## src/sv/fmm_pkg.sv

```systemverilog
// Package for the formula molar mass parser: beat types, status and class codes,
// the element weight table and character class helpers. No dependencies.
package fmm_pkg;

	localparam int WEIGHT_W = 48;
	localparam int ELEM_W = 19;
	localparam int EPOS_W = 11;

	typedef enum logic [2:0] {
		ST_OK     = 3'd0,
		ST_SYNTAX = 3'd1,
		ST_DEPTH  = 3'd2,
		ST_WOVF   = 3'd3,
		ST_ZERO   = 3'd4
	} status_t;

	// What the previous character left behind.
	typedef enum logic [1:0] {
		CL_START,
		CL_OPEN,
		CL_TERM,
		CL_COUNT
	} cls_t;

	typedef struct packed {
		logic [7:0] ch;
		logic       last;
	} fmm_char_t;

	typedef struct packed {
		logic [WEIGHT_W-1:0] weight_milli;
		status_t             status;
		logic [EPOS_W-1:0]   error_position;
	} fmm_res_t;

	// Parser state at the end of a formula, handed to the finishing stage.
	typedef struct packed {
		logic [WEIGHT_W-1:0] sum0;
		logic [WEIGHT_W-1:0] pv;
		logic [WEIGHT_W-1:0] prod;
		logic                ovf;
		logic                has;
		logic [7:0]          held;
		cls_t                prev;
		logic                open_grp;
		status_t             status;
	} fmm_snap_t;

	function automatic logic is_letter(input logic [7:0] c);
		return (c >= "A" && c <= "Z") || (c >= "a" && c <= "z");
	endfunction

	function automatic logic is_digit(input logic [7:0] c);
		return c >= "0" && c <= "9";
	endfunction

	// Weight in thousandths of a dalton; zero when the symbol is unknown.
	// A one-letter symbol is looked up with a NUL second character.
	function automatic logic [ELEM_W-1:0] fmm_lookup(input logic [7:0] a, input logic [7:0] b);
		logic [ELEM_W-1:0] w;
		case ({a, b})
			{"H", 8'h00}: w = 19'd1007;
			"He": w = 19'd4003;
			"Li": w = 19'd6941;
			"Be": w = 19'd9012;
			{"B", 8'h00}: w = 19'd10810;
			{"C", 8'h00}: w = 19'd12010;
			{"N", 8'h00}: w = 19'd14010;
			{"O", 8'h00}: w = 19'd16000;
			{"F", 8'h00}: w = 19'd19000;
			"Ne": w = 19'd20180;
			"Na": w = 19'd22990;
			"Mg": w = 19'd24310;
			"Al": w = 19'd26980;
			"Si": w = 19'd28090;
			{"P", 8'h00}: w = 19'd30980;
			{"S", 8'h00}: w = 19'd32070;
			"Cl": w = 19'd35450;
			"Ar": w = 19'd39950;
			{"K", 8'h00}: w = 19'd39100;
			"Ca": w = 19'd40080;
			"Sc": w = 19'd44960;
			"Ti": w = 19'd47870;
			{"V", 8'h00}: w = 19'd50940;
			"Cr": w = 19'd52000;
			"Mn": w = 19'd54940;
			"Fe": w = 19'd55850;
			"Co": w = 19'd58930;
			"Ni": w = 19'd58690;
			"Cu": w = 19'd63540;
			"Zn": w = 19'd65380;
			"Ga": w = 19'd69720;
			"Ge": w = 19'd72630;
			"As": w = 19'd74920;
			"Se": w = 19'd78960;
			"Br": w = 19'd79900;
			"Kr": w = 19'd83800;
			"Rb": w = 19'd85470;
			"Sr": w = 19'd87620;
			{"Y", 8'h00}: w = 19'd88900;
			"Zr": w = 19'd91220;
			"Nb": w = 19'd92910;
			"Mo": w = 19'd95960;
			"Tc": w = 19'd97910;
			"Ru": w = 19'd101100;
			"Rh": w = 19'd102900;
			"Pd": w = 19'd106400;
			"Ag": w = 19'd107900;
			"Cd": w = 19'd112400;
			"In": w = 19'd114800;
			"Sn": w = 19'd118700;
			"Sb": w = 19'd121800;
			"Te": w = 19'd127600;
			{"I", 8'h00}: w = 19'd126900;
			"Xe": w = 19'd131300;
			"Cs": w = 19'd132900;
			"Ba": w = 19'd137300;
			"La": w = 19'd138900;
			"Ce": w = 19'd140100;
			"Pr": w = 19'd140900;
			"Nd": w = 19'd144200;
			"Pm": w = 19'd145000;
			"Sm": w = 19'd150400;
			"Eu": w = 19'd151900;
			"Gd": w = 19'd157300;
			"Tb": w = 19'd158900;
			"Dy": w = 19'd162500;
			"Ho": w = 19'd164900;
			"Er": w = 19'd167300;
			"Tm": w = 19'd168900;
			"Yb": w = 19'd173100;
			"Lu": w = 19'd175000;
			"Hf": w = 19'd178500;
			"Ta": w = 19'd181000;
			{"W", 8'h00}: w = 19'd183800;
			"Re": w = 19'd186200;
			"Os": w = 19'd190200;
			"Ir": w = 19'd192200;
			"Pt": w = 19'd195100;
			"Au": w = 19'd197000;
			"Hg": w = 19'd200600;
			"Tl": w = 19'd204400;
			"Pb": w = 19'd207200;
			"Bi": w = 19'd209000;
			"Po": w = 19'd209000;
			"At": w = 19'd210000;
			"Rn": w = 19'd222000;
			"Fr": w = 19'd223000;
			"Ra": w = 19'd226000;
			"Ac": w = 19'd227000;
			"Th": w = 19'd232000;
			"Pa": w = 19'd231000;
			{"U", 8'h00}: w = 19'd238000;
			"Np": w = 19'd237000;
			"Pu": w = 19'd244000;
			"Am": w = 19'd243000;
			"Cm": w = 19'd247000;
			"Bk": w = 19'd247000;
			"Cf": w = 19'd251000;
			"Es": w = 19'd252000;
			"Fm": w = 19'd257000;
			"Md": w = 19'd258000;
			"No": w = 19'd259000;
			"Lr": w = 19'd263000;
			"Rf": w = 19'd261000;
			"Db": w = 19'd262000;
			"Sg": w = 19'd266000;
			"Bh": w = 19'd264000;
			"Hs": w = 19'd277000;
			"Mt": w = 19'd268000;
			"Ds": w = 19'd271000;
			"Rg": w = 19'd272000;
			"Cn": w = 19'd285000;
			default: w = '0;
		endcase
		return w;
	endfunction

endpackage

```

## src/sv/fmm_parse.sv

```systemverilog
// Per-character parser: symbol matching, counts, the group stack and sticky errors.
// Depends on fmm_pkg. Presents the end-of-formula state to fmm_finish.
module fmm_parse import fmm_pkg::*; #(
	parameter int MAX_DEPTH  = 8,
	parameter int MAX_LEN    = 1024,
	parameter int COUNT_BITS = 16
) (
	input  logic                              clk,
	input  logic                              arst_n,
	input  logic                              take,
	input  fmm_char_t                         beat,
	output fmm_snap_t                         snap,
	output logic [$clog2(MAX_LEN+2)-1:0]      fail_pos,
	output logic [$clog2(MAX_LEN+2)-1:0]      end_pos
);

	localparam int LV_W  = $clog2(MAX_DEPTH + 1);
	localparam int POS_W = $clog2(MAX_LEN + 2);
	localparam int CB    = COUNT_BITS;

	logic [WEIGHT_W-1:0] sums_q [0:MAX_DEPTH];
	logic [LV_W-1:0]     nest_q;
	logic [7:0]          held_q;
	logic [WEIGHT_W-1:0] pv_q;
	logic [CB-1:0]       cnt_q;
	logic                has_q;
	logic [WEIGHT_W-1:0] prod_q;
	logic                ovf_q;
	cls_t                prev_q;
	logic [POS_W-1:0]    pos_q;
	status_t             st_q;
	logic [POS_W-1:0]    fpos_q;

	logic [WEIGHT_W-1:0] n_sums [0:MAX_DEPTH];
	logic [LV_W-1:0]     n_nest;
	logic [7:0]          n_held;
	logic [WEIGHT_W-1:0] n_pv;
	logic [CB-1:0]       n_cnt;
	logic                n_has;
	logic [WEIGHT_W-1:0] n_prod;
	logic                n_ovf;
	cls_t                n_prev;
	logic [POS_W-1:0]    n_pos;
	status_t             n_st;
	logic [POS_W-1:0]    n_fpos;

	logic [7:0]          c;
	logic [3:0]          dg;
	logic                go;
	logic [ELEM_W-1:0]   w1;
	logic [ELEM_W-1:0]   w2;
	logic                can_fl;
	logic [WEIGHT_W-1:0] fl_v;
	logic [WEIGHT_W:0]   fl_sum;
	logic                fl_bad;
	logic [51:0]         pm;
	logic [52:0]         big;
	logic [CB+3:0]       cn;
	logic                sat;
	logic [WEIGHT_W+CB-1:0] ps;

	assign c  = beat.ch;
	assign dg = 4'(c - 8'h30);

	always_comb begin
		n_sums = sums_q;
		n_nest = nest_q;
		n_held = held_q;
		n_pv   = pv_q;
		n_cnt  = cnt_q;
		n_has  = has_q;
		n_prod = prod_q;
		n_ovf  = ovf_q;
		n_prev = prev_q;
		n_st   = st_q;
		n_fpos = fpos_q;
		go     = 1'b0;
		w1     = fmm_lookup(held_q, 8'h00);
		w2     = is_letter(c) ? fmm_lookup(held_q, c) : '0;
		can_fl = 1'b0;
		fl_v   = '0;
		fl_sum = '0;
		fl_bad = 1'b0;
		pm     = '0;
		big    = '0;
		cn     = '0;
		sat    = 1'b0;
		ps     = '0;
		if (st_q == ST_OK) begin
			if (pos_q >= POS_W'(MAX_LEN)) begin
				n_st   = ST_SYNTAX;
				n_fpos = POS_W'(MAX_LEN);
			end else begin
				go = 1'b1;
				// A held letter is settled first: two-letter symbol, else one letter.
				if (held_q != 8'h00) begin
					n_held = 8'h00;
					if (w2 != '0) begin
						n_pv   = WEIGHT_W'(w2);
						n_has  = 1'b0;
						n_cnt  = '0;
						n_prod = '0;
						n_ovf  = 1'b0;
						n_prev = CL_TERM;
						go     = 1'b0;
					end else if (w1 == '0) begin
						n_st   = ST_SYNTAX;
						n_fpos = pos_q - POS_W'(1);
						go     = 1'b0;
					end else begin
						n_pv   = WEIGHT_W'(w1);
						n_has  = 1'b0;
						n_cnt  = '0;
						n_prev = CL_TERM;
					end
				end
			end
		end
		if (go) begin
			can_fl = (n_prev == CL_TERM) || (n_prev == CL_COUNT);
			fl_v   = n_has ? n_prod : n_pv;
			fl_sum = {1'b0, sums_q[nest_q]} + {1'b0, fl_v};
			fl_bad = can_fl && ((n_has && n_ovf) || fl_sum[WEIGHT_W]);
			pm     = 52'(n_pv) * 52'(dg);
			big    = 53'(n_prod) * 53'(10) + 53'(pm);
			cn     = (CB+4)'(n_cnt) * (CB+4)'(10) + (CB+4)'(dg);
			sat    = |cn[CB+3:CB];
			ps     = {n_pv, {CB{1'b0}}} - (WEIGHT_W+CB)'(n_pv);
			if (is_letter(c)) begin
				if (fl_bad) begin
					n_st   = ST_WOVF;
					n_fpos = pos_q;
				end else begin
					if (can_fl) begin
						n_sums[nest_q] = fl_sum[WEIGHT_W-1:0];
						n_pv   = '0;
						n_cnt  = '0;
						n_has  = 1'b0;
					end
					n_held = c;
				end
			end else if (is_digit(c)) begin
				if (n_prev == CL_TERM) begin
					n_has  = 1'b1;
					n_cnt  = CB'(dg);
					n_prod = pm[WEIGHT_W-1:0];
					n_ovf  = |pm[51:WEIGHT_W];
					n_prev = CL_COUNT;
				end else if (n_prev == CL_COUNT) begin
					// Product tracks pending value times count, with a sticky overflow.
					n_cnt = sat ? {CB{1'b1}} : cn[CB-1:0];
					if (sat) begin
						n_prod = ps[WEIGHT_W-1:0];
						n_ovf  = n_ovf | (|ps[WEIGHT_W+CB-1:WEIGHT_W]);
					end else begin
						n_prod = big[WEIGHT_W-1:0];
						n_ovf  = n_ovf | (|big[52:WEIGHT_W]);
					end
				end else begin
					n_st   = ST_SYNTAX;
					n_fpos = pos_q;
				end
			end else if (c == "(") begin
				if (fl_bad) begin
					n_st   = ST_WOVF;
					n_fpos = pos_q;
				end else if (nest_q >= LV_W'(MAX_DEPTH)) begin
					n_st   = ST_DEPTH;
					n_fpos = pos_q;
				end else begin
					if (can_fl) begin
						n_sums[nest_q] = fl_sum[WEIGHT_W-1:0];
						n_pv   = '0;
						n_cnt  = '0;
						n_has  = 1'b0;
					end
					n_nest = nest_q + LV_W'(1);
					n_sums[nest_q + LV_W'(1)] = '0;
					n_prev = CL_OPEN;
				end
			end else if (c == ")") begin
				if (n_prev == CL_START || n_prev == CL_OPEN || nest_q == '0) begin
					n_st   = ST_SYNTAX;
					n_fpos = pos_q;
				end else if (fl_bad) begin
					n_st   = ST_WOVF;
					n_fpos = pos_q;
				end else begin
					n_pv   = fl_sum[WEIGHT_W-1:0];
					n_sums[nest_q] = '0;
					n_nest = nest_q - LV_W'(1);
					n_cnt  = '0;
					n_has  = 1'b0;
					n_prev = CL_TERM;
				end
			end else begin
				n_st   = ST_SYNTAX;
				n_fpos = pos_q;
			end
		end
		n_pos = (pos_q < POS_W'(MAX_LEN)) ? pos_q + POS_W'(1) : pos_q;
	end

	always_comb begin
		snap.sum0     = n_sums[0];
		snap.pv       = n_pv;
		snap.prod     = n_prod;
		snap.ovf      = n_ovf;
		snap.has      = n_has;
		snap.held     = n_held;
		snap.prev     = n_prev;
		snap.open_grp = (n_nest != '0);
		snap.status   = n_st;
	end

	assign fail_pos = n_fpos;
	assign end_pos  = pos_q;

	// The last beat of a formula returns everything to the reset state.
	always_ff @(posedge clk or negedge arst_n) begin
		if (!arst_n) begin
			for (int i = 0; i <= MAX_DEPTH; i++) sums_q[i] <= '0;
			nest_q <= '0;
			held_q <= 8'h00;
			pv_q   <= '0;
			cnt_q  <= '0;
			has_q  <= 1'b0;
			prod_q <= '0;
			ovf_q  <= 1'b0;
			prev_q <= CL_START;
			pos_q  <= '0;
			st_q   <= ST_OK;
			fpos_q <= '0;
		end else if (take) begin
			if (beat.last) begin
				for (int i = 0; i <= MAX_DEPTH; i++) sums_q[i] <= '0;
				nest_q <= '0;
				held_q <= 8'h00;
				pv_q   <= '0;
				cnt_q  <= '0;
				has_q  <= 1'b0;
				prod_q <= '0;
				ovf_q  <= 1'b0;
				prev_q <= CL_START;
				pos_q  <= '0;
				st_q   <= ST_OK;
				fpos_q <= '0;
			end else begin
				sums_q <= n_sums;
				nest_q <= n_nest;
				held_q <= n_held;
				pv_q   <= n_pv;
				cnt_q  <= n_cnt;
				has_q  <= n_has;
				prod_q <= n_prod;
				ovf_q  <= n_ovf;
				prev_q <= n_prev;
				pos_q  <= n_pos;
				st_q   <= n_st;
				fpos_q <= n_fpos;
			end
		end
	end

endmodule

```

## src/sv/fmm_finish.sv

```systemverilog
// End-of-formula stage: settles a held letter, the last term and the final checks,
// then holds the result beat for the receiver. Depends on fmm_pkg.
module fmm_finish import fmm_pkg::*; #(
	parameter int MAX_LEN = 1024
) (
	input  logic                          clk,
	input  logic                          arst_n,
	input  logic                          load,
	input  fmm_snap_t                     snap,
	input  logic [$clog2(MAX_LEN+2)-1:0]  fail_pos,
	input  logic [$clog2(MAX_LEN+2)-1:0]  end_pos,
	output logic                          ready,
	output logic                          mass_valid,
	input  logic                          mass_stall,
	output fmm_res_t                      mass_data
);

	localparam int POS_W = $clog2(MAX_LEN + 2);

	logic             snap_v_s1;
	fmm_snap_t        snap_s1;
	logic [POS_W-1:0] fpos_s1;
	logic [POS_W-1:0] epos_s1;
	logic             out_free;
	fmm_res_t         res;

	status_t             st;
	logic [POS_W-1:0]    fp;
	logic [WEIGHT_W-1:0] sum0;
	logic [WEIGHT_W-1:0] pv;
	logic                has;
	cls_t                prev;
	logic [ELEM_W-1:0]   w1;
	logic [POS_W-1:0]    endp;
	logic [WEIGHT_W-1:0] v;
	logic [WEIGHT_W:0]   sum;
	logic [31:0]         fp_wide;

	assign out_free = !mass_valid || !mass_stall;
	assign ready    = !snap_v_s1 || out_free;

	always_comb begin
		st   = snap_s1.status;
		fp   = fpos_s1;
		sum0 = snap_s1.sum0;
		pv   = snap_s1.pv;
		has  = snap_s1.has;
		prev = snap_s1.prev;
		w1   = fmm_lookup(snap_s1.held, 8'h00);
		endp = epos_s1 + POS_W'(1);
		v    = '0;
		sum  = '0;
		if (st == ST_OK && snap_s1.held != 8'h00) begin
			if (w1 == '0) begin
				st = ST_SYNTAX;
				fp = epos_s1;
			end else begin
				pv   = WEIGHT_W'(w1);
				has  = 1'b0;
				prev = CL_TERM;
			end
		end
		if (st == ST_OK) begin
			if (prev == CL_START || prev == CL_OPEN || snap_s1.open_grp) begin
				st = ST_SYNTAX;
				fp = endp;
			end else begin
				v   = has ? snap_s1.prod : pv;
				sum = {1'b0, sum0} + {1'b0, v};
				if ((has && snap_s1.ovf) || sum[WEIGHT_W]) begin
					st = ST_WOVF;
					fp = endp;
				end else begin
					sum0 = sum[WEIGHT_W-1:0];
					if (sum0 == '0) begin
						st = ST_ZERO;
						fp = endp;
					end
				end
			end
		end
		fp_wide = 32'(fp);
		res.status = st;
		res.error_position = (st == ST_OK) ? '0 : fp_wide[EPOS_W-1:0];
		case (st)
			ST_OK:   res.weight_milli = sum0;
			ST_WOVF: res.weight_milli = '1;
			default: res.weight_milli = '0;
		endcase
	end

	always_ff @(posedge clk or negedge arst_n) begin
		if (!arst_n) begin
			snap_v_s1  <= 1'b0;
			mass_valid <= 1'b0;
		end else begin
			if (ready) snap_v_s1 <= load;
			if (out_free) mass_valid <= snap_v_s1;
		end
	end

	always_ff @(posedge clk) begin
		if (load && ready) begin
			snap_s1 <= snap;
			fpos_s1 <= fail_pos;
			epos_s1 <= end_pos;
		end
		if (out_free && snap_v_s1) mass_data <= res;
	end

	a_ok_clean: assert property (@(posedge clk) disable iff (!arst_n)
		mass_valid && mass_data.status == ST_OK |->
			mass_data.weight_milli != '0 && mass_data.error_position == '0)
		else $error("ok result with zero weight or a failure position");

	a_wovf_sat: assert property (@(posedge clk) disable iff (!arst_n)
		mass_valid && mass_data.status == ST_WOVF |-> mass_data.weight_milli == '1)
		else $error("weight overflow not saturated");

	a_err_zero: assert property (@(posedge clk) disable iff (!arst_n)
		mass_valid && mass_data.status != ST_OK && mass_data.status != ST_WOVF |->
			mass_data.weight_milli == '0)
		else $error("failed result carries a weight");

	a_advance: assert property (@(posedge clk) disable iff (!arst_n)
		snap_v_s1 && out_free |=> mass_valid)
		else $error("finished formula lost between stages");

endmodule

```

## src/sv/formula_molar_mass_parser.sv

```systemverilog
// Top level of the formula molar mass parser.
// Depends on fmm_pkg, fmm_parse and fmm_finish.
//
// Usage: the formula arrives one ASCII character per beat on the char channel,
// with last set on its final character. One result beat per formula leaves on
// the mass channel: weight in thousandths of a dalton, a status code and the
// position of the first failing character.
// Throughput: one character per cycle while char_stall is low; the parser
// state updates in the cycle a character is taken, through one table lookup,
// one add and the stack. After the last character is taken, the result passes
// through one end-of-formula register, then the result register.
// Reset clears the group stack, the position counter and the sticky status;
// the block is ready at once. The last character of a formula does the same,
// so the next formula may follow in the next cycle.
// When the receiver stalls, the result holds and one more finished formula can
// wait behind it; after that char_stall rises until the result is taken.
module formula_molar_mass_parser import fmm_pkg::*; #(
	parameter int MAX_DEPTH  = 8,
	parameter int MAX_LEN    = 1024,
	parameter int COUNT_BITS = 16
) (
	input  logic      clk,
	input  logic      arst_n,
	input  logic      char_valid,
	output logic      char_stall,
	input  fmm_char_t char_data,
	output logic      mass_valid,
	input  logic      mass_stall,
	output fmm_res_t  mass_data
);

	localparam int POS_W = $clog2(MAX_LEN + 2);

	logic             ready;
	logic             take;
	fmm_snap_t        snap;
	logic [POS_W-1:0] fail_pos;
	logic [POS_W-1:0] end_pos;

	assign char_stall = !ready;
	assign take       = char_valid && ready;

	fmm_parse #(
		.MAX_DEPTH (MAX_DEPTH),
		.MAX_LEN   (MAX_LEN),
		.COUNT_BITS(COUNT_BITS)
	) u_parse (
		.clk     (clk),
		.arst_n  (arst_n),
		.take    (take),
		.beat    (char_data),
		.snap    (snap),
		.fail_pos(fail_pos),
		.end_pos (end_pos)
	);

	fmm_finish #(
		.MAX_LEN(MAX_LEN)
	) u_finish (
		.clk       (clk),
		.arst_n    (arst_n),
		.load      (take && char_data.last),
		.snap      (snap),
		.fail_pos  (fail_pos),
		.end_pos   (end_pos),
		.ready     (ready),
		.mass_valid(mass_valid),
		.mass_stall(mass_stall),
		.mass_data (mass_data)
	);

endmodule
```

## config.mk

```make
export PLATFORM = sky130hd
export DESIGN_NAME = formula_molar_mass_parser
export DESIGN_NICKNAME = d
export VERILOG_FILES = /design/src/sv/fmm_pkg.sv /design/src/sv/fmm_parse.sv /design/src/sv/fmm_finish.sv /design/src/sv/formula_molar_mass_parser.sv
export SDC_FILE = /design/constraint.sdc
export NUM_CORES = 2
export LEC_CHECK = 0
export BUFFER_PORTS_ARGS = -buffer_cell sky130_fd_sc_hd__clkbuf_2
export CAP_MARGIN = 5
export CORE_UTILIZATION = 50
export CTS_BUF_LIST = sky130_fd_sc_hd__clkbuf_4 sky130_fd_sc_hd__clkbuf_8
export CTS_CLUSTER_DIAMETER = 40
export DETAILED_ROUTE_END_ITERATION = 16
export MAX_ROUTING_LAYER = met4
export PLACE_DENSITY_LB_ADDON = 0.15
export SETUP_SLACK_MARGIN = 0.1
export SLEW_MARGIN = 25
export SYNTH_ARGS = -nofsm -noshare
export SYNTH_HDL_FRONTEND = slang
export SYNTH_SLANG_ARGS = --single-unit
```

## constraint.sdc

```tcl
create_clock -name clk -period 15.5 [get_ports clk]
set_clock_uncertainty 0.2 [all_clocks]
set_input_delay 3.875 -clock clk [delete_from_list [all_inputs] [get_ports clk]]
set_output_delay 3.875 -clock clk [all_outputs]
set_load 0.005 [all_outputs]
```

# After elaboration in Yosys (flattened, before gate mapping)
# Cells that the tools add are included.
# totals
ram_bits	0
romBits	0
wordCells	479
out_inout_bits	64
n_memories	0
input_bits	13
reg_bits	831
latchBits	0
# classes
add_sub_neg	11
shifts	0
mux	205
div_mod_pow	0
n_mul	3
bitwise	8
n_reduce_logical	52
eq_ne	151
n_lt_le_gt_ge	13
# ops
cell	n
432-bit two-way mux	18
19-bit one-hot mux with 110 select lines	1
48-bit two-way mux	39
16-bit by 15-bit equality test with 1-bit output (second input constant)	112
432-bit bitwise AND	2
432-bit NOT	2
18-bit one-hot mux with 14 select lines	2
432-bit bitwise mux	1
48-bit demux with 4-bit select	2
16-bit two-way mux	20
11-bit two-way mux	25
8-bit by 7-bit equality test with 1-bit output (second input constant)	28
48-bit binary-select mux with 4-bit select	1
48-bit by 48-bit adder with 49-bit output	2
48-bit one-hot mux with 2 select lines	1
3-bit two-way mux	23
64-bit by 48-bit subtractor with 64-bit output	1
8-bit two-way mux	7
52-bit by 52-bit adder with 53-bit output	1
48-bit by 4-bit multiplier with 52-bit output	1
48-bit by 3-bit multiplier with 51-bit output (second input constant)	1
48-bit logical NOT	1
4-bit two-way mux	10
19-bit logical NOT	2
other kinds (44)	140

# Logic depth before layout (Yosys ltp)
# logic_depth
ltp_word	27
mapped_depth	56
depth_no_buf	47

# By module
# From an unflattened synthesis, not the netlist that was laid out.
# unflattened
hier_cells	7794
hier_area_um2	68374.3
# by_module_without_submodules
mod	seq_area_each_um2	instances	cells_per_inst	area_per_inst_um2
fmm_parse	14639.0	1	6536	54797.6
fmm_finish	7347.0	1	1255	13559.3
formula_molar_mass_parser	0.0	1	3	17.5

# Worst setup path after synthesis
# No wires, ideal clock.
# synth_path
kind	input to register
from	input char_data[6] in the netlist's numbering
to	register u_parse.ovf_q
arrival_ns	13.995
setup_time_ns	0.120
path_slack_ns	1.185
stages	50
path_cell_list	buf_6 -> and4bb_1 -> buf_6 -> nand2_1 -> o32ai_1 -> or3_1 -> or4b_4 -> nor4_2 -> a31o_2 -> clkbuf_1 -> buf_2 -> clkbuf_1 -> clkbuf_1 -> a21o_1 -> nand2_1 -> fa_1 -> fa_1 -> inv_1 -> [... 14 more ...] -> ha_1 -> a21oi_1 -> o21ai_0 -> a21oi_1 -> nor2_1 -> o21ai_0 -> nand2b_1 -> a21o_1 -> a21oi_1 -> nor2b_1 -> o21ai_0 -> o211ai_1 -> o21ai_0 -> nand3_1 -> a2111oi_0 -> and3_1 -> a2111oi_2 -> a31o_1
# synth_rtl
item	line	text
from (decl)	formula_molar_mass_parser.sv:26	input fmm_char_t char_data,
to (signal assigned)	fmm_parse.sv:256	ovf_q <= n_ovf;
to (decl)	fmm_parse.sv:28	logic ovf_q;

==> metrics.yaml <==
timing.rr.start: "u_parse.held_q[1]"
cts_root_buf: "clkbuf_8"
htree_levels: 4
clockBufferDepth: 3
tns_ns: 0
fp.dieH_um: 364
wl_per_cell_um: 31.9
syn_area_sq_um: 65700
num_vias: 65800
rows: 132
hold_ws_ns: 0.256
rsz0062_at_grt: "false"
p_leak_nw: 33.3
postCtsHoldBufs: 0
dp_hpwl_um: 223000
worstSetupPathType: "in -> reg"
cts_tree: "built"
crit_top_cell: "o21ai_0"
nets: 7955
period_share_pct: 93.9
holdPathEnd: "u_parse.prod_q[46]"
io_buffers: 76
cp-startpoint: "char_data[2]"
p_int_mw: 4.88
power_mw: 8.59
ir_drop_uv: 91.4
insertion_delay_ns: 0.90
cts_buffers: 145
die_w_um: 364
drv_slew: 0
first_global_vias: 61300
switching_power_mw: 3.71
ys_seq_area_share_pct: 33.5
synth_ff_type: "dfrtp_1"
die-area_sq_um: 133000
cp-end-kind: "flop"
synth_nets: 7818
cap_viol_max_count: 0
cp-start-kind: "input pin"
via_per_inst: 7.03
core_sq_um: 130000
yosys_warnings: 0
ys_seq_elements: 830
path_clk_slew_ns: 0.05
crit_buf_inv: 6
slew-limit-headroom_pct: 17.7
max_stage_delay_ns: 0.56
p_clk_share_pct: 25.9
final_cell_area_sq_um: 73300
layout-drive-gt1-share_pct: 13.7
worstMarginPinSlew_ns: 1.22
ant_nets: 0
avgSynthCellArea_sq_um: 8.95
status: "finished clean"
dp_slack_ns: 0.450
arrival_ns: 15.14
setup_viol: 0
grt_max_degree: 184
initial_core_util_pct: 50.5
p_seq_share_pct: 29.3
drtIter0Drc: 9756
pwr-share-comb_pct: 44.8
r2r_slack_ns: 2.91
clock.fmax_mhz: 68.7
cts_setup_buffers: 0
period_minus_slack_ns: 14.56
swShare_pct: 43.2
ys_types: 112
power_density_nw_per_um2: 117
hold_violations: 0
grtUsageTotal_pct: 45.6
hold_start: "u_parse.prod_q[46]"
r2r_end: "u_parse.ovf_q"
synth_edf_count: 243
overflow: 0
area_growth_pct: 11.6
clock-sinks: 830
cp_max_fo: 25
gp_congestion: 1.15
crit_slowest_cell: "nor4b_1"
first_pass_iters: 9
synth_async_sr_flop_share_pct: 70.7
cp.required_ns: 16.08
wl_um: 299000
drc: 0
antenna_found_initial: 19
reg2reg_depth: 50
post_cts_resized: 0
netlist_instances: 7339
worst_slack_ns: 0.939
pin_count: 77
whs_path_depth: 2
crit_family: "compound AO/OA/AOI/OAI gates"
placed_area_sq_um: 70000
hold_path.class: "reg -> reg"
grt_pass1_wl_um: 430000
metal layers:
metal	wire [um]	GRT usage (%)	up-vias
li1	-	-	27800
met1	117000	59.8	32300
met2	124000	63.6	4723
met3	37600	12.5	971
met4	19400	25.0	0
met5	0	-	-
cells by family (layout without fill, tap and decap cells):
group | count (synthesis) | after routing | share of synthesized area (%)
AOI/OAI and AO/OA | 2314 | 2314 | 24.6
adders and majority gates | 467 | 467 | 10.0
muxes | 218 | 218 | 5.17
and+or+nand+nor | 2384 | 2384 | 18.0
xor gates and xnor gates | 291 | 291 | 3.88
buffers and inverters | 835 | 1092 | 4.88
other | 0 | 23 | 0
DFF | 830 | 830 | 33.5
state kept, by name, indices dropped and copies added (netlist names), 16 cells and up:
signal and count:
u_parse.sums_q 432, u_finish.snap_s1 159, u_finish.mass_data 62, u_parse.prod_q 48, u_parse.pv_q 48, u_parse.cnt_q 16
worst register-to-register path: cells and delay by family, from the launching register on:
family | cells | cell delay [ns]
AOI/OAI and AO/OA | 24 | 4.85
and+or+nand+nor | 15 | 3.96
adders and majority gates | 4 | 1.57
buffers and inverters | 6 | 1.21
DFF | 1 | 0.56
xor gates and xnor gates | 1 | 0.16
layout make-up:
cell class / count / area [sq um]
inverter: 300 / 1130
clock buffer: 211 / 2570
multi-input combinational: 5674 / 40800
fill: 11700 / 56700
timing repair buffer: 525 / 3960
antenna: 23 / 57.6
clock inverter: 56 / 592
sequential: 830 / 22000
tap: 1742 / 2180
cells in the final DEF (no fill, tap or decap), drive strengths merged, types with 113 or more instances in the layout:
cell      n
a21oi   441
nor3    168
mux2i   113
inv     305
nor2    619
buf     451
a22o    546
xnor2   196
nand3   194
nand4   113
a21o    117
and2    143
ha      368
edfxtp  243
dfrtp   587
o21ai   466
clkbuf  285
nand2   627
stage by stage:
stage,util (%),cells
after floorplan,-,7339
after global placement,53.9,9070
after detailed placement,53.9,9070
after CTS,56.3,9337
after global routing,56.4,9355
final,56.4,9361
power groups by stage:
stage / combinational [mW] / clock, mW / sequential [mW]
3_3_place_gp: 3.64 / 0 / 2.55
6_report: 3.85 / 2.22 / 2.52
5_1_grt: 4.04 / 2.32 / 2.52
3_5_place_dp: 3.66 / 0 / 2.55
2_1_floorplan: 2.31 / 0 / 2.51
4_1_cts: 3.68 / 2.23 / 2.51
worst max-delay path by stage:
stage                     to  slack (ns)  cells after the start
6_report       u_parse.ovf_q        0.94                     49
5_1_grt        u_parse.ovf_q        0.12                     50
4_1_cts        u_parse.ovf_q        1.33                     49
3_5_place_dp   u_parse.ovf_q        0.45                     49
3_3_place_gp   u_parse.ovf_q        0.40                     52
2_1_floorplan  u_parse.ovf_q        1.18                     50
Yosys cell counts, types with 21 or more instances:
cell type,n,area (sq um)
buf_2,33,165
o2111ai_1,28,245
nor4b_1,21,184
xnor2_1,196,1720
nor3_1,168,841
and3_1,62,388
nand2_1,626,2350
buf_1,39,146
inv_1,296,1110
a21boi_0,24,180
and2_1,137,857
nand3_1,194,971
clkbuf_1,459,1720
dfrtp_1,587,14700
nor2b_1,58,363
a211oi_1,74,556
o31ai_1,53,398
o21a_1,40,300
a221oi_1,51,447
or3_1,43,269
ha_1,368,4600
a21o_1,117,878
or2_2,27,169
a22o_1,546,4780
fa_1,98,1960
a21oi_1,440,2200
or4_1,30,225
o22ai_1,83,519
o211ai_1,36,270
nand2b_1,89,557
xor2_1,95,832
nor4_1,74,463
mux4_2,96,2160
mux2i_1,113,1130
o21ai_0,463,2320
edfxtp_1,243,7300
o21bai_1,49,368
a22oi_1,40,300
nand4_1,113,707
a31oi_1,57,357
nor2_1,618,2320
Note: power is estimated with default switching activity, not from simulation.
